## config.mk

```make
export PLATFORM = sky130hd
export DESIGN_NAME = midpoint_ellipse_raster_unit_flat
export DESIGN_NICKNAME = d
export VERILOG_FILES = /design/src/rtl/core/mer_pkg.sv /design/src/rtl/core/mer_in_if.sv /design/src/rtl/core/mer_out_if.sv /design/src/rtl/core/midpoint_ellipse_raster_unit.sv /design/src/flat_wrapper.sv
export SDC_FILE = /design/constraint.sdc
export NUM_CORES = 2
export LEC_CHECK = 0
export BUFFER_PORTS_ARGS = -buffer_cell sky130_fd_sc_hd__buf_4
export CORE_ASPECT_RATIO = 2
export CORE_MARGIN = 4
export CORE_UTILIZATION = 45
export CTS_CLUSTER_SIZE = 24
export DETAILED_ROUTE_END_ITERATION = 12
export SYNTH_ARGS = -nofsm -noshare
export SYNTH_HDL_FRONTEND = slang
export SYNTH_SLANG_ARGS = --single-unit
```

## constraint.sdc

```tcl
create_clock -name clk_i -period 28.9 [get_ports clk_i]
set_input_delay 2.89 -clock clk_i [delete_from_list [all_inputs] [get_ports clk_i]]
set_output_delay 2.89 -clock clk_i [all_outputs]
set_load 0.01 [all_outputs]
```

## src/rtl/core/mer_pkg.sv

```systemverilog
// Shared types and constants of the midpoint ellipse raster unit.
// Used by the channel interfaces and by the top level; no dependencies.
`timescale 1ns / 1ps
`default_nettype none

package mer_pkg;

  // Field widths fixed by the channel payloads
  localparam int CTR_W           = 11;
  localparam int RAD_W           = 10;
  localparam int PT_W            = 14;
  localparam int ORG_W           = 12;
  localparam int CFG_IDX_W       = 1;
  localparam int RADIUS_BITS_DEF = 10;

  localparam logic [ORG_W-1:0] ORIGIN_RESET = 12'd250;

  typedef enum logic [CFG_IDX_W-1:0] {
    CFG_ORIGIN_X = 1'b0,
    CFG_ORIGIN_Y = 1'b1
  } cfg_idx_e;

  typedef enum logic {
    ACT_START   = 1'b0,
    ACT_ADVANCE = 1'b1
  } act_e;

  typedef enum logic [3:0] {
    ST_IDLE,
    ST_SQ_RX,
    ST_SQ_RY,
    ST_YTERM,
    ST_SEED_XX,
    ST_SEED_A,
    ST_SEED_YY,
    ST_SEED_B,
    ST_SEED_C,
    ST_STEP,
    ST_EMIT
  } state_e;

  typedef enum logic [1:0] {
    EM_AXIS,
    EM_STEP,
    EM_NULL
  } emit_e;

endpackage

`default_nettype wire

```

## src/rtl/core/mer_in_if.sv

```systemverilog
// Input channel of the ellipse raster unit: valid/ready plus one command item.
// Depends on mer_pkg for the field widths.
`timescale 1ns / 1ps
`default_nettype none

interface mer_in_if;
  logic                              valid;
  logic                              ready;
  logic                              action;
  logic signed [mer_pkg::CTR_W-1:0]  center_x;
  logic signed [mer_pkg::CTR_W-1:0]  center_y;
  logic        [mer_pkg::RAD_W-1:0]  rad_x;
  logic        [mer_pkg::RAD_W-1:0]  rad_y;

  modport source (output valid, action, center_x, center_y, rad_x, rad_y,
                  input ready);
  modport sink (input valid, action, center_x, center_y, rad_x, rad_y,
                output ready);
endinterface

`default_nettype wire

```

## src/rtl/core/mer_out_if.sv

```systemverilog
// Output channel of the ellipse raster unit: valid/ready plus four screen points.
// Depends on mer_pkg for the field widths.
`timescale 1ns / 1ps
`default_nettype none

interface mer_out_if;
  logic                            valid;
  logic                            ready;
  logic signed [mer_pkg::PT_W-1:0] pt0_x;
  logic signed [mer_pkg::PT_W-1:0] pt0_y;
  logic signed [mer_pkg::PT_W-1:0] pt1_x;
  logic signed [mer_pkg::PT_W-1:0] pt1_y;
  logic signed [mer_pkg::PT_W-1:0] pt2_x;
  logic signed [mer_pkg::PT_W-1:0] pt2_y;
  logic signed [mer_pkg::PT_W-1:0] pt3_x;
  logic signed [mer_pkg::PT_W-1:0] pt3_y;
  logic                            points_valid;
  logic                            last_step;

  modport source (output valid, pt0_x, pt0_y, pt1_x, pt1_y, pt2_x, pt2_y, pt3_x, pt3_y,
                  points_valid, last_step, input ready);
  modport sink (input valid, pt0_x, pt0_y, pt1_x, pt1_y, pt2_x, pt2_y, pt3_x, pt3_y,
                points_valid, last_step, output ready);
endinterface

`default_nettype wire

```

## src/rtl/core/midpoint_ellipse_raster_unit.sv

```systemverilog
// Midpoint ellipse raster unit: sequencer around one shared multiplier.
// Depends on mer_pkg, mer_in_if and mer_out_if.
`timescale 1ns / 1ps
`default_nettype none

// A start command latches the centre and radii, squares the radii and sets up
// the step terms over three multiplier passes; its four axis points are then
// loaded into the output register from the emit state. An advance command runs
// one midpoint step in a single add/compare state and its result is loaded from
// the emit state. The advance that crosses from region 1 into region 2 first
// seeds the region-2 decision with five passes through the shared multiplier.
// An advance with no ellipse in progress goes straight to the emit state and
// loads an all-zero result. The unit takes one command at a time and is ready
// only while the sequencer is idle, so a new transfer can follow only once the
// result is loaded; a stalled output register holds the sequencer in the emit
// state and delays it further. A finished result waits in the output register
// while the next command is taken. Screen x is origin_x plus user x, screen y
// is origin_y minus user y, all points wrap to 14 bits.
module midpoint_ellipse_raster_unit #(
  parameter int RADIUS_BITS = mer_pkg::RADIUS_BITS_DEF
) (
  input  wire                             clk_i,
  input  wire                             rst_ni,
  input  wire                             cfg_we_i,
  input  wire  [mer_pkg::CFG_IDX_W-1:0]   cfg_idx_i,
  input  wire  [mer_pkg::ORG_W-1:0]       cfg_data_i,
  mer_in_if.sink                          in_i,
  mer_out_if.source                       out_o
);

  localparam int RB  = RADIUS_BITS;
  localparam int XW  = RB + 1;
  localparam int SQW = 2 * RB;
  localparam int SW  = 3 * RB + 3;
  localparam int DW  = 4 * RB + 4;
  localparam int MAW = 2 * RB;
  localparam int MBW = 2 * RB + 3;
  localparam int MPW = MAW + MBW;
  localparam int PW  = mer_pkg::PT_W;
  localparam int CW  = mer_pkg::CTR_W;
  localparam int OW  = mer_pkg::ORG_W;
  localparam int RIW = RB + mer_pkg::RAD_W;

  mer_pkg::state_e state_q, state_d;
  mer_pkg::emit_e  kind_q, kind_d;

  logic                  active_q, active_d;
  logic                  r2_q, r2_d;
  logic                  last_q, last_d;
  logic [XW-1:0]         x_q, x_d;
  logic [RB-1:0]         y_q, y_d;
  logic signed [SW-1:0]  xs_q, xs_d;
  logic signed [SW-1:0]  ys_q, ys_d;
  logic signed [DW-1:0]  dec_q, dec_d;
  logic [SQW-1:0]        rx2_q, rx2_d;
  logic [SQW-1:0]        ry2_q, ry2_d;
  logic [RB-1:0]         rx_q, rx_d;
  logic [RB-1:0]         ry_q, ry_d;
  logic [PW-1:0]         csx_q, csx_d;
  logic [PW-1:0]         csy_q, csy_d;
  logic [MBW-1:0]        tmp_q, tmp_d;
  logic [OW-1:0]         org_x_q, org_y_q;

  logic                  out_vld_q;
  logic [PW-1:0]         opt_q [8];
  logic [PW-1:0]         opt_d [8];
  logic                  out_pv_q, out_pv_d;
  logic                  out_last_q;

  logic                  in_fire;
  logic                  out_load;
  logic [RIW-1:0]        rx_wide, ry_wide;
  logic [RB-1:0]         rx_in, ry_in;
  logic [RB-1:0]         y_m1;

  logic [MAW-1:0]        mul_a;
  logic [MBW-1:0]        mul_b;
  logic [MPW-1:0]        mul_p;
  logic signed [DW-1:0]  mul_s;

  logic signed [SW-1:0]  two_rx2, two_ry2;
  logic signed [SW-1:0]  xs_inc, ys_dec;
  logic signed [DW-1:0]  xs_inc_w, ys_dec_w;
  logic signed [DW-1:0]  rx2_w, ry2_w, rx2_q4_w;

  logic [PW-1:0]         ex, ey;

  assign in_fire  = in_i.valid && in_i.ready;
  assign in_i.ready = (state_q == mer_pkg::ST_IDLE);
  assign out_load = (state_q == mer_pkg::ST_EMIT) && (!out_vld_q || out_o.ready);

  assign rx_wide = RIW'(in_i.rad_x);
  assign ry_wide = RIW'(in_i.rad_y);
  assign rx_in   = rx_wide[RB-1:0];
  assign ry_in   = ry_wide[RB-1:0];
  assign y_m1    = y_q - RB'(1);

  assign mul_p = mul_a * mul_b;
  assign mul_s = $signed({1'b0, mul_p});

  assign two_rx2  = $signed({{(SW-SQW-1){1'b0}}, rx2_q, 1'b0});
  assign two_ry2  = $signed({{(SW-SQW-1){1'b0}}, ry2_q, 1'b0});
  assign xs_inc   = xs_q + two_ry2;
  assign ys_dec   = ys_q - two_rx2;
  assign xs_inc_w = $signed({{(DW-SW){xs_inc[SW-1]}}, xs_inc});
  assign ys_dec_w = $signed({{(DW-SW){ys_dec[SW-1]}}, ys_dec});
  assign rx2_w    = $signed({{(DW-SQW){1'b0}}, rx2_q});
  assign ry2_w    = $signed({{(DW-SQW){1'b0}}, ry2_q});
  assign rx2_q4_w = $signed({{(DW-SQW+2){1'b0}}, rx2_q[SQW-1:2]});

  // Next state
  always_comb begin
    state_d = state_q;
    unique case (state_q)
      mer_pkg::ST_IDLE: begin
        if (in_fire) begin
          if (in_i.action == mer_pkg::ACT_START) begin
            state_d = mer_pkg::ST_SQ_RX;
          end else if (!active_q) begin
            state_d = mer_pkg::ST_EMIT;
          end else if (r2_q || (xs_q <= ys_q)) begin
            state_d = mer_pkg::ST_STEP;
          end else begin
            state_d = mer_pkg::ST_SEED_XX;
          end
        end
      end
      mer_pkg::ST_SQ_RX:   state_d = mer_pkg::ST_SQ_RY;
      mer_pkg::ST_SQ_RY:   state_d = mer_pkg::ST_YTERM;
      mer_pkg::ST_YTERM:   state_d = mer_pkg::ST_EMIT;
      mer_pkg::ST_SEED_XX: state_d = mer_pkg::ST_SEED_A;
      mer_pkg::ST_SEED_A:  state_d = mer_pkg::ST_SEED_YY;
      mer_pkg::ST_SEED_YY: state_d = mer_pkg::ST_SEED_B;
      mer_pkg::ST_SEED_B:  state_d = mer_pkg::ST_SEED_C;
      mer_pkg::ST_SEED_C:  state_d = mer_pkg::ST_STEP;
      mer_pkg::ST_STEP:    state_d = mer_pkg::ST_EMIT;
      mer_pkg::ST_EMIT: begin
        if (out_load) begin
          state_d = mer_pkg::ST_IDLE;
        end
      end
      default:             state_d = mer_pkg::ST_IDLE;
    endcase
  end

  // Datapath and shared multiplier operands
  always_comb begin
    kind_d   = kind_q;
    active_d = active_q;
    r2_d     = r2_q;
    last_d   = last_q;
    x_d      = x_q;
    y_d      = y_q;
    xs_d     = xs_q;
    ys_d     = ys_q;
    dec_d    = dec_q;
    rx2_d    = rx2_q;
    ry2_d    = ry2_q;
    rx_d     = rx_q;
    ry_d     = ry_q;
    csx_d    = csx_q;
    csy_d    = csy_q;
    tmp_d    = tmp_q;
    mul_a    = '0;
    mul_b    = '0;

    unique case (state_q)
      mer_pkg::ST_IDLE: begin
        if (in_fire) begin
          if (in_i.action == mer_pkg::ACT_START) begin
            csx_d = {{(PW-OW){1'b0}}, org_x_q}
                  + {{(PW-CW){in_i.center_x[CW-1]}}, in_i.center_x};
            csy_d = {{(PW-OW){1'b0}}, org_y_q}
                  - {{(PW-CW){in_i.center_y[CW-1]}}, in_i.center_y};
            rx_d  = rx_in;
            ry_d  = ry_in;
            x_d   = '0;
            y_d   = ry_in;
            xs_d  = '0;
            r2_d  = 1'b0;
          end else if (!active_q) begin
            kind_d = mer_pkg::EM_NULL;
            last_d = 1'b0;
          end
        end
      end
      mer_pkg::ST_SQ_RX: begin
        mul_a = MAW'(rx_q);
        mul_b = MBW'(rx_q);
        rx2_d = mul_p[SQW-1:0];
      end
      mer_pkg::ST_SQ_RY: begin
        mul_a = MAW'(ry_q);
        mul_b = MBW'(ry_q);
        ry2_d = mul_p[SQW-1:0];
      end
      mer_pkg::ST_YTERM: begin
        mul_a    = rx2_q;
        mul_b    = MBW'(ry_q);
        ys_d     = $signed({mul_p[SW-2:0], 1'b0});
        dec_d    = ry2_w - mul_s + rx2_q4_w;
        active_d = (rx_q != '0) && (ry_q != '0);
        last_d   = (rx_q == '0) || (ry_q == '0);
        kind_d   = mer_pkg::EM_AXIS;
      end
      mer_pkg::ST_SEED_XX: begin
        mul_a = MAW'(x_q);
        mul_b = MBW'(x_q) + MBW'(1);
        tmp_d = mul_p[MBW-1:0];
      end
      mer_pkg::ST_SEED_A: begin
        mul_a = ry2_q;
        mul_b = tmp_q;
        dec_d = mul_s;
      end
      mer_pkg::ST_SEED_YY: begin
        mul_a = MAW'(y_m1);
        mul_b = MBW'(y_m1);
        tmp_d = mul_p[MBW-1:0];
      end
      mer_pkg::ST_SEED_B: begin
        mul_a = rx2_q;
        mul_b = tmp_q;
        dec_d = dec_q + mul_s;
      end
      mer_pkg::ST_SEED_C: begin
        mul_a = rx2_q;
        mul_b = MBW'(ry2_q);
        dec_d = dec_q - mul_s;
        r2_d  = 1'b1;
      end
      mer_pkg::ST_STEP: begin
        if (!r2_q) begin
          x_d  = x_q + XW'(1);
          xs_d = xs_inc;
          if (dec_q[DW-1]) begin
            dec_d = dec_q + xs_inc_w + ry2_w;
            y_d   = y_q;
          end else begin
            ys_d  = ys_dec;
            dec_d = dec_q + xs_inc_w + ry2_w - ys_dec_w;
            y_d   = y_m1;
          end
          kind_d = mer_pkg::EM_STEP;
          last_d = (y_d == '0);
        end else if (y_q == '0) begin
          // region 2 already at the axis: drop the ellipse, empty result
          kind_d = mer_pkg::EM_NULL;
          last_d = 1'b0;
        end else begin
          y_d  = y_m1;
          ys_d = ys_dec;
          if (dec_q > 0) begin
            dec_d = dec_q + rx2_w - ys_dec_w;
          end else begin
            xs_d  = xs_inc;
            dec_d = dec_q + rx2_w - ys_dec_w + xs_inc_w;
            x_d   = x_q + XW'(1);
          end
          kind_d = mer_pkg::EM_STEP;
          last_d = (y_d == '0);
        end
        if ((y_d == '0) || (r2_q && (y_q == '0))) begin
          active_d = 1'b0;
        end
      end
      mer_pkg::ST_EMIT: begin
      end
      default: begin
      end
    endcase
  end

  // Result formatting for the output register
  always_comb begin
    ex = PW'(x_q);
    ey = PW'(y_q);
    out_pv_d = 1'b1;
    unique case (kind_q)
      mer_pkg::EM_AXIS: begin
        opt_d[0] = csx_q;             opt_d[1] = csy_q + PW'(ry_q);
        opt_d[2] = csx_q;             opt_d[3] = csy_q - PW'(ry_q);
        opt_d[4] = csx_q + PW'(rx_q); opt_d[5] = csy_q;
        opt_d[6] = csx_q - PW'(rx_q); opt_d[7] = csy_q;
      end
      mer_pkg::EM_STEP: begin
        opt_d[0] = csx_q + ex; opt_d[1] = csy_q + ey;
        opt_d[2] = csx_q + ex; opt_d[3] = csy_q - ey;
        opt_d[4] = csx_q - ex; opt_d[5] = csy_q + ey;
        opt_d[6] = csx_q - ex; opt_d[7] = csy_q - ey;
      end
      default: begin
        for (int i = 0; i < 8; i++) begin
          opt_d[i] = '0;
        end
        out_pv_d = 1'b0;
      end
    endcase
  end

  always_ff @(posedge clk_i or negedge rst_ni) begin
    if (!rst_ni) begin
      state_q  <= mer_pkg::ST_IDLE;
      kind_q   <= mer_pkg::EM_NULL;
      active_q <= 1'b0;
      r2_q     <= 1'b0;
      last_q   <= 1'b0;
      x_q      <= '0;
      y_q      <= '0;
      xs_q     <= '0;
      ys_q     <= '0;
      dec_q    <= '0;
      rx2_q    <= '0;
      ry2_q    <= '0;
      rx_q     <= '0;
      ry_q     <= '0;
      csx_q    <= '0;
      csy_q    <= '0;
      tmp_q    <= '0;
    end else begin
      state_q  <= state_d;
      kind_q   <= kind_d;
      active_q <= active_d;
      r2_q     <= r2_d;
      last_q   <= last_d;
      x_q      <= x_d;
      y_q      <= y_d;
      xs_q     <= xs_d;
      ys_q     <= ys_d;
      dec_q    <= dec_d;
      rx2_q    <= rx2_d;
      ry2_q    <= ry2_d;
      rx_q     <= rx_d;
      ry_q     <= ry_d;
      csx_q    <= csx_d;
      csy_q    <= csy_d;
      tmp_q    <= tmp_d;
    end
  end

  // Origin registers
  always_ff @(posedge clk_i or negedge rst_ni) begin
    if (!rst_ni) begin
      org_x_q <= mer_pkg::ORIGIN_RESET;
      org_y_q <= mer_pkg::ORIGIN_RESET;
    end else if (cfg_we_i) begin
      unique case (cfg_idx_i)
        mer_pkg::CFG_ORIGIN_X: org_x_q <= cfg_data_i;
        mer_pkg::CFG_ORIGIN_Y: org_y_q <= cfg_data_i;
        default: begin
        end
      endcase
    end
  end

  // Output register: hold until the transfer completes
  always_ff @(posedge clk_i or negedge rst_ni) begin
    if (!rst_ni) begin
      out_vld_q <= 1'b0;
    end else if (out_load) begin
      out_vld_q <= 1'b1;
    end else if (out_o.ready) begin
      out_vld_q <= 1'b0;
    end
  end

  always_ff @(posedge clk_i) begin
    if (out_load) begin
      for (int i = 0; i < 8; i++) begin
        opt_q[i] <= opt_d[i];
      end
      out_pv_q   <= out_pv_d;
      out_last_q <= last_q;
    end
  end

  assign out_o.valid        = out_vld_q;
  assign out_o.pt0_x        = opt_q[0];
  assign out_o.pt0_y        = opt_q[1];
  assign out_o.pt1_x        = opt_q[2];
  assign out_o.pt1_y        = opt_q[3];
  assign out_o.pt2_x        = opt_q[4];
  assign out_o.pt2_y        = opt_q[5];
  assign out_o.pt3_x        = opt_q[6];
  assign out_o.pt3_y        = opt_q[7];
  assign out_o.points_valid = out_pv_q;
  assign out_o.last_step    = out_last_q;

  a_load_from_emit : assert property (@(posedge clk_i) disable iff (!rst_ni)
    $rose(out_vld_q) |-> $past(state_q) == mer_pkg::ST_EMIT)
    else $error("output register loaded outside the emit state");

  a_step_needs_active : assert property (@(posedge clk_i) disable iff (!rst_ni)
    (state_q == mer_pkg::ST_STEP || state_q == mer_pkg::ST_SEED_XX) |-> active_q)
    else $error("step or seed without an ellipse in progress");

  a_y_never_grows : assert property (@(posedge clk_i) disable iff (!rst_ni)
    (state_q != mer_pkg::ST_IDLE) |=> (y_q <= $past(y_q)))
    else $error("y coordinate grew outside a start");

  a_null_not_last : assert property (@(posedge clk_i) disable iff (!rst_ni)
    (out_vld_q && !out_pv_q) |-> !out_last_q)
    else $error("empty result flagged as last");

endmodule

`default_nettype wire

```

## src/flat_wrapper.sv

```systemverilog
// flat-port wrapper written by rule: the top's interface ports become plain ports
module midpoint_ellipse_raster_unit_flat 
#(
  parameter int RADIUS_BITS = mer_pkg::RADIUS_BITS_DEF
)
  (clk_i, rst_ni, cfg_we_i, cfg_idx_i, cfg_data_i, in_i_valid, in_i_action, in_i_center_x, in_i_center_y, in_i_rad_x, in_i_rad_y, in_i_ready, out_o_valid, out_o_pt0_x, out_o_pt0_y, out_o_pt1_x, out_o_pt1_y, out_o_pt2_x, out_o_pt2_y, out_o_pt3_x, out_o_pt3_y, out_o_points_valid, out_o_last_step, out_o_ready);
  mer_in_if in_i_i ();
  mer_out_if out_o_i ();
  input  wire clk_i;
  input  wire rst_ni;
  input  wire cfg_we_i;
  input  wire  [mer_pkg::CFG_IDX_W-1:0] cfg_idx_i;
  input  wire  [mer_pkg::ORG_W-1:0] cfg_data_i;
  input wire logic [$bits(in_i_i.valid)-1:0] in_i_valid;
  input wire logic [$bits(in_i_i.action)-1:0] in_i_action;
  input wire logic [$bits(in_i_i.center_x)-1:0] in_i_center_x;
  input wire logic [$bits(in_i_i.center_y)-1:0] in_i_center_y;
  input wire logic [$bits(in_i_i.rad_x)-1:0] in_i_rad_x;
  input wire logic [$bits(in_i_i.rad_y)-1:0] in_i_rad_y;
  output wire logic [$bits(in_i_i.ready)-1:0] in_i_ready;
  output wire logic [$bits(out_o_i.valid)-1:0] out_o_valid;
  output wire logic [$bits(out_o_i.pt0_x)-1:0] out_o_pt0_x;
  output wire logic [$bits(out_o_i.pt0_y)-1:0] out_o_pt0_y;
  output wire logic [$bits(out_o_i.pt1_x)-1:0] out_o_pt1_x;
  output wire logic [$bits(out_o_i.pt1_y)-1:0] out_o_pt1_y;
  output wire logic [$bits(out_o_i.pt2_x)-1:0] out_o_pt2_x;
  output wire logic [$bits(out_o_i.pt2_y)-1:0] out_o_pt2_y;
  output wire logic [$bits(out_o_i.pt3_x)-1:0] out_o_pt3_x;
  output wire logic [$bits(out_o_i.pt3_y)-1:0] out_o_pt3_y;
  output wire logic [$bits(out_o_i.points_valid)-1:0] out_o_points_valid;
  output wire logic [$bits(out_o_i.last_step)-1:0] out_o_last_step;
  input wire logic [$bits(out_o_i.ready)-1:0] out_o_ready;
  assign in_i_i.valid = in_i_valid;
  assign in_i_i.action = in_i_action;
  assign in_i_i.center_x = in_i_center_x;
  assign in_i_i.center_y = in_i_center_y;
  assign in_i_i.rad_x = in_i_rad_x;
  assign in_i_i.rad_y = in_i_rad_y;
  assign in_i_ready = in_i_i.ready;
  assign out_o_valid = out_o_i.valid;
  assign out_o_pt0_x = out_o_i.pt0_x;
  assign out_o_pt0_y = out_o_i.pt0_y;
  assign out_o_pt1_x = out_o_i.pt1_x;
  assign out_o_pt1_y = out_o_i.pt1_y;
  assign out_o_pt2_x = out_o_i.pt2_x;
  assign out_o_pt2_y = out_o_i.pt2_y;
  assign out_o_pt3_x = out_o_i.pt3_x;
  assign out_o_pt3_y = out_o_i.pt3_y;
  assign out_o_points_valid = out_o_i.points_valid;
  assign out_o_last_step = out_o_i.last_step;
  assign out_o_i.ready = out_o_ready;
  midpoint_ellipse_raster_unit #(.RADIUS_BITS(RADIUS_BITS)) u_core (.clk_i(clk_i), .rst_ni(rst_ni), .cfg_we_i(cfg_we_i), .cfg_idx_i(cfg_idx_i), .cfg_data_i(cfg_data_i), .in_i(in_i_i), .out_o(out_o_i));
endmodule
```

Word level (Yosys, flattened, before mapping)

Memories as Yosys holds them, arrays and structs flattened.
Index checks and enable logic that the tools add are counted.

Output and inout port bits: 116
Logic and storage cells: 176
Memory bits (read-only): 0
Input port bits: 61
Memory bits (writable): 112
Memories: 1
Bits in latches: 0
Flip-flop bits (word level): 278

Bitwise gates (word level): 2
Divide/modulo/power cells: 0
Eq/ne operators: 20
Multiply operators: 1
Add/subtract/negate cells: 25
Shift operators: 0
Order comparisons: 2
Reduce and logical (&&, ||, !) cells: 42
Multiplexer cells: 61

Memory list:

| name         | words | width | read ports | clocked after Yosys merged registers in | wr ports | RTL line                           | text |
|---|---|---|---|---|---|---|---|
| u_core.opt_q | 8     | 14    | 8          | 0                                       | 8        | midpoint_ellipse_raster_unit.sv:65 | `logic [PW-1:0] opt_q [8];` |

Operator list:

| operator                                                       | number |
|---|---|
| 2-to-1 mux 33 bit                                              | 8 |
| one-hot mux 112 bit (2 select lines)                           | 1 |
| one-hot mux 44 bit (5 select lines)                            | 1 |
| 2-to-1 mux 44 bit                                              | 4 |
| one-hot mux 23 bit (6 select lines)                            | 1 |
| one-hot mux 33 bit (2 select lines)                            | 2 |
| one-hot mux 20 bit (6 select lines)                            | 1 |
| adder 44 x 21 -> 44 bit                                        | 2 |
| adder 44 x 33 -> 44 bit                                        | 2 |
| subtractor 44 x 33 -> 44 bit                                   | 2 |
| 2-to-1 mux 10 bit                                              | 8 |
| zero test 10 bit                                               | 6 |
| 2-to-1 mux 11 bit                                              | 5 |
| adder 44 x 19 -> 44 bit                                        | 1 |
| adder 44 bit                                                   | 1 |
| greater-than comparator 44 x 1 -> 1 bit, second input constant | 1 |
| subtractor 20 x 43 -> 44 bit                                   | 1 |
| subtractor 44 bit                                              | 1 |
| multiplier 20 x 23 -> 43 bit                                   | 1 |
| adder 14 x 10 -> 14 bit                                        | 3 |
| subtractor 14 x 10 -> 14 bit                                   | 3 |
| one-hot mux 4 bit (10 select lines)                            | 1 |
| adder 33 x 22 -> 33 bit                                        | 1 |
| <= comparator 33 bit                                           | 1 |
| other kinds (41)                                               | 95 |

Depth between registers and ports, before layout

Depth in word-level cells: 10
Depth in mapped cells: 55
Gate-level depth less buffers: 50

Least setup slack after synthesis

Ideal clock, no wire load.

Kind: register -> register
Start: register u_core.y_q[0]
End: register u_core.dec_q[43]
Setup time: 0.076 ns
Stages on the path, launching flop included: 48
Period minus slack after synthesis: 11.955 ns
Slack: 16.945 ns
Arrival: 11.879 ns
Path buffers: 2
Required time: 28.824 ns
Cell sequence: dfrtp_1 > clkbuf_1 > nor3_1 > nand4_1 > nor3_1 > xnor2_1 > o22ai_1 > nor3_1 > nor2_1 > fa_1 > inv_1 > fa_1 > inv_1 > fa_1 > inv_1 > fa_1 > inv_1 > fa_1 > [... 12 more ...] > nand4b_1 > or4_1 > nand2_1 > xnor2_1 > ha_1 > and4_1 > and3_1 > a221oi_1 > o211ai_1 > a41oi_1 > o21ai_1 > a311o_1 > a221o_1 > a21oi_1 > xnor3_1 > o21ai_1 > o311ai_1 > o21ai_1

Cells in the longest elaborated chain, start to end: 6
Elaborated cells on any way between the ends: 12
Classes of those cells: add/sub (5); mul (1); eq/ne (1); mux (3); reduce/logical (2)

RTL lines:

| element                                                                                           | RTL line                            | text |
|---|---|---|
| start: declaration                                                                                | midpoint_ellipse_raster_unit.sv:51  | `logic [RB-1:0] y_q, y_d;` |
| start signal: assignment                                                                          | midpoint_ellipse_raster_unit.sv:327 | `y_q <= y_d;` |
| subtractor 10 x 1 -> 10 bit                                                                       | midpoint_ellipse_raster_unit.sv:96  | `assign y_m1 = y_q - RB'(1);` |
| one-hot mux 20 bit (6 select lines) / one-hot mux 23 bit (6 select lines) (equally long branches) | midpoint_ellipse_raster_unit.sv:167 | `unique case (state_q)` |
| multiplier 20 x 23 -> 43 bit                                                                      | midpoint_ellipse_raster_unit.sv:98  | `assign mul_p = mul_a * mul_b;` |
| subtractor 20 x 43 -> 44 bit                                                                      | midpoint_ellipse_raster_unit.sv:201 | `dec_d = ry2_w - mul_s + rx2_q4_w;` |
| adder 44 x 19 -> 44 bit                                                                           | midpoint_ellipse_raster_unit.sv:201 |  |
| one-hot mux 44 bit (5 select lines)                                                               | midpoint_ellipse_raster_unit.sv:167 |  |
| end signal: assignment                                                                            | midpoint_ellipse_raster_unit.sv:312 | `dec_q <= '0;` |
| end signal: assignment                                                                            | midpoint_ellipse_raster_unit.sv:330 | `dec_q <= dec_d;` |
| end: declaration                                                                                  | midpoint_ellipse_raster_unit.sv:54  | `logic signed [DW-1:0] dec_q, dec_d;` |

Parallel ways exist; a longest one is shown, timed or not.
A chain may end at the register's enable or synchronous reset.

Worst setup path in the final report

Start: register u_core.state_q[1]
End: register u_core.dec_q[43]

Cells in the longest elaborated chain, start to end: 7
Elaborated cells on any way between the ends: 23
Classes of those cells: add/sub (4); mul (1); eq/ne (10); mux (3); reduce/logical (5)

RTL lines:

| element                                                                                           | RTL line                            | text |
|---|---|---|
| start: declaration                                                                                | midpoint_ellipse_raster_unit.sv:44  | `mer_pkg::state_e state_q, state_d;` |
| start signal: assignment                                                                          | midpoint_ellipse_raster_unit.sv:303 | `state_q <= mer_pkg::ST_IDLE;` |
| start signal: assignment                                                                          | midpoint_ellipse_raster_unit.sv:321 | `state_q <= state_d;` |
| equality test 4 x 2 -> 1 bit, or another cell as far along                                        | midpoint_ellipse_raster_unit.sv:167 |  |
| OR reduction 3 bit (no line) / OR reduction 2 bit (equally long branches)                         | n/a                                 |  |
| one-hot mux 20 bit (6 select lines) / one-hot mux 23 bit (6 select lines) (equally long branches) | midpoint_ellipse_raster_unit.sv:167 |  |
| multiplier 20 x 23 -> 43 bit                                                                      | midpoint_ellipse_raster_unit.sv:98  |  |
| subtractor 20 x 43 -> 44 bit                                                                      | midpoint_ellipse_raster_unit.sv:201 |  |
| adder 44 x 19 -> 44 bit                                                                           | midpoint_ellipse_raster_unit.sv:201 |  |
| one-hot mux 44 bit (5 select lines)                                                               | midpoint_ellipse_raster_unit.sv:167 |  |

Parallel ways exist; a longest one is shown, timed or not.

==> out/qor.yml <==
clock_tree:
  clk_pin_slew_ns: 0.08
  clock-sinks: 371
  clk_path_buf_depth: 3
  cts_tree: "yes"
  cts_resized: 0
  clock_latency_ns: 0.65
  htreeDepth: 2
  root_buffer: "clkbuf_16"
  cts_made_buffers: 41
  cts_hold_buffers: 0
  cts_setup_buffers: 0
finish:
  multi_input_area_um2: 42700
  nets: 8173
  synthToLayoutAreaGrowth_pct: 8.52
  seq_area_um2: 9790
  finalInstanceArea_um2: 61300
  fillers: 12500
  drive_gt1_frac: 0.0723
yosys:
  yosys-top-cells-count: "nand2_1, inv_1, ha_1"
  yosysUniqueCellTypes: 108
  async_flop_share: 0.739
  synth_mux_area_frac: 0.00879
  synth-edff-count: 97
  synth.area.top_cells: "fa_1, ha_1, dfrtp_1"
  synth_fa_ha_area_frac: 0.296
  yosysTopAreaCellShare: 0.158
  yosys.area_share.xor_xnor: 0.0708
  synth_top_family_by_area: "adder cells"
  yosysMostFrequentCell: "nand2_1"
  syn_inst: 6988
  ys_seq_elements: 371
  yosys_warnings: 0
  postSynthAreaPerCell_um2: 8.08
  yosys.area.top_type: "fa_1"
  synth_compound_area_frac: 0.214
  syn_area_um2: 56500
  yosys.area_share.simple: 0.164
  ys_seq_area_frac: 0.173
  synth_ff_type: "dfrtp_1"
placement:
  hpwl_um: 207000
  port_buffers: 176
  dpl_cell_area_um2: 59800
  place_ws_ns: 14.31
  gp_congestion: 1.03
critical_path:
  crit_arrival_ns: 15.53
  slowest_stage: "dfrtp_1"
  timing.critical_path.mode_cell: "fa_1"
  critPathCaptureType: "flop"
  cpPeakStageDelay_ns: 0.83
  cp.required_ns: 29.47
  crit_type: "flop to flop"
  path_max_fanout: 35
  worst_path_dominant_cell_family: "compound AO/OA/AOI/OAI gates"
  timing.critical_path.buf_inv: 8
  start_kind: "flop"
timing:
  worst_pin_slew_ns: 1.45
  slew_violations: 0
  fmax_ghz: 0.0668
  layout_setup_ws_ns: 13.94
  period_needed_ns: 14.96
  finalSetupViolations: 0
  rsz0062_at_grt: "no"
  slew_headroom: 0.0240
  skew_ns: 0.0304
  hold_viol: 0
  fin_setup_tns_ns: 0
  period_share: 0.518
floorplanning:
  die_h_um: 509
  core_area_um2: 125000
  pin_count: 177
  dieArea_um2: 132000
  fp.dieW_um: 259
  row_count: 183
  initial_core_util: 0.454
drt:
  route.detailed.wl_per_inst_um: 28.9
  drt_iter0_drc: 3824
  wirelength_um: 253000
  vias: 54400
  via_per_inst: 6.22
  antenna_left: 0
  drc: 1
  dr.pass1.iters: 12
run_status:
  status: "finished, violations left"
  violations: "design-rule violations"
flow_run:
  drv_cap: 0
worst_hold_path:
  hold_class: "flop to flop"
global_routing:
  grtUsageTotal: 0.377
  grt_pass1_wl_um: 366000
  grt_overflow_total: 0
  grt_pass1_vias: 56300
  antenna_found_initial: 8
  grt_max_degree: 90
==> cell usage in the layout (no fill, tap or decap), drive strengths merged, types with 73 or more instances in the layout <==
cell type | Yosys | final
and3 | 73 | 73
nand3 | 113 | 113
a31oi | 82 | 82
a21o | 175 | 175
edfxtp | 97 | 97
xor2 | 143 | 143
a21oi | 495 | 495
a211oi | 73 | 73
inv | 795 | 802
dfrtp | 261 | 261
xnor2 | 307 | 307
o21ai | 534 | 534
fa | 446 | 446
nor3 | 94 | 94
buf | 56 | 307
ha | 621 | 621
nor2 | 565 | 565
nand2 | 835 | 835
==> state kept, by name, summed over array words and instances (netlist names), 4 cells and up <==
name	flops
u_core.csy_q	14
u_core.rx_q	10
u_core.opt_q	95
u_core.state_q	4
u_core.x_q	11
u_core.ys_q	32
u_core.csx_q	14
u_core.rx2_q	20
u_core.ry2_q	20
u_core.y_q	10
u_core.xs_q	32
u_core.ry_q	10
u_core.tmp_q	23
u_core.org_x_q	12
u_core.org_y_q	12
u_core.dec_q	44
==> kinds of logic (layout without fill, tap and decap cells) <==
logic type      count (synthesis)  count (layout)
mux                            46              46
xor+xnor                      451             451
fa+ha+maj                    1067            1067
compound gates               1907            1907
other cells                     2              11
flops                         371             371
buf+inv                      1094            1183
simple gates                 2050            2050
==> area by class of cell <==
class                   count  area share
multi-input cells        5524       0.696
flip-flops and latches    371       0.160
inverters                 799      0.0489
repair buffers            308      0.0378
well taps                1665      0.0340
clock buffers              52      0.0186
clock inverters            24     0.00482
diodes                      8    0.000327
==> layer usage <==
metal  routed length (um)  track usage
met1                73900        0.327
met2               128000        0.687
met3                14900       0.0671
met4                35900        0.410
met5                    0            0
==> tightest hold or removal path, stage by stage, from the launching register on <==
cell and delay, ns:
dfrtp_1 0.35, nand2_1 0.05, o21ai_0 0.06
==> path summary, 6_finish.rpt <==
kind	cells after the start	start	slack [ns]	endpoint
max	45	u_core.state_q[1]	13.94	u_core.dec_q[43]
min	2	u_core.tmp_q[6]	0.49	u_core.tmp_q[6]
max reg2reg	45	u_core.state_q[1]	13.94	u_core.dec_q[43]
min reg2reg	2	u_core.tmp_q[6]	0.49	u_core.tmp_q[6]
max in group asynchronous	3	rst_ni	24.17	u_core.r2_q
min in group asynchronous	1	rst_ni	2.23	u_core.xs_q[20]
==> metrics by stage <==
stage,hold WS [ns],std cells,util
3_3_place_gp,0.464,8666,0.480
3_5_place_dp,0.472,8666,0.480
2_1_floorplan,0.425,6989,-
6_report,0.487,8751,0.492
4_1_cts,0.488,8742,0.492
5_1_grt,0.508,8746,0.492
Power is not shown: default switching activity piles up to over one toggle a cycle in this logic, so the estimate is an artifact.
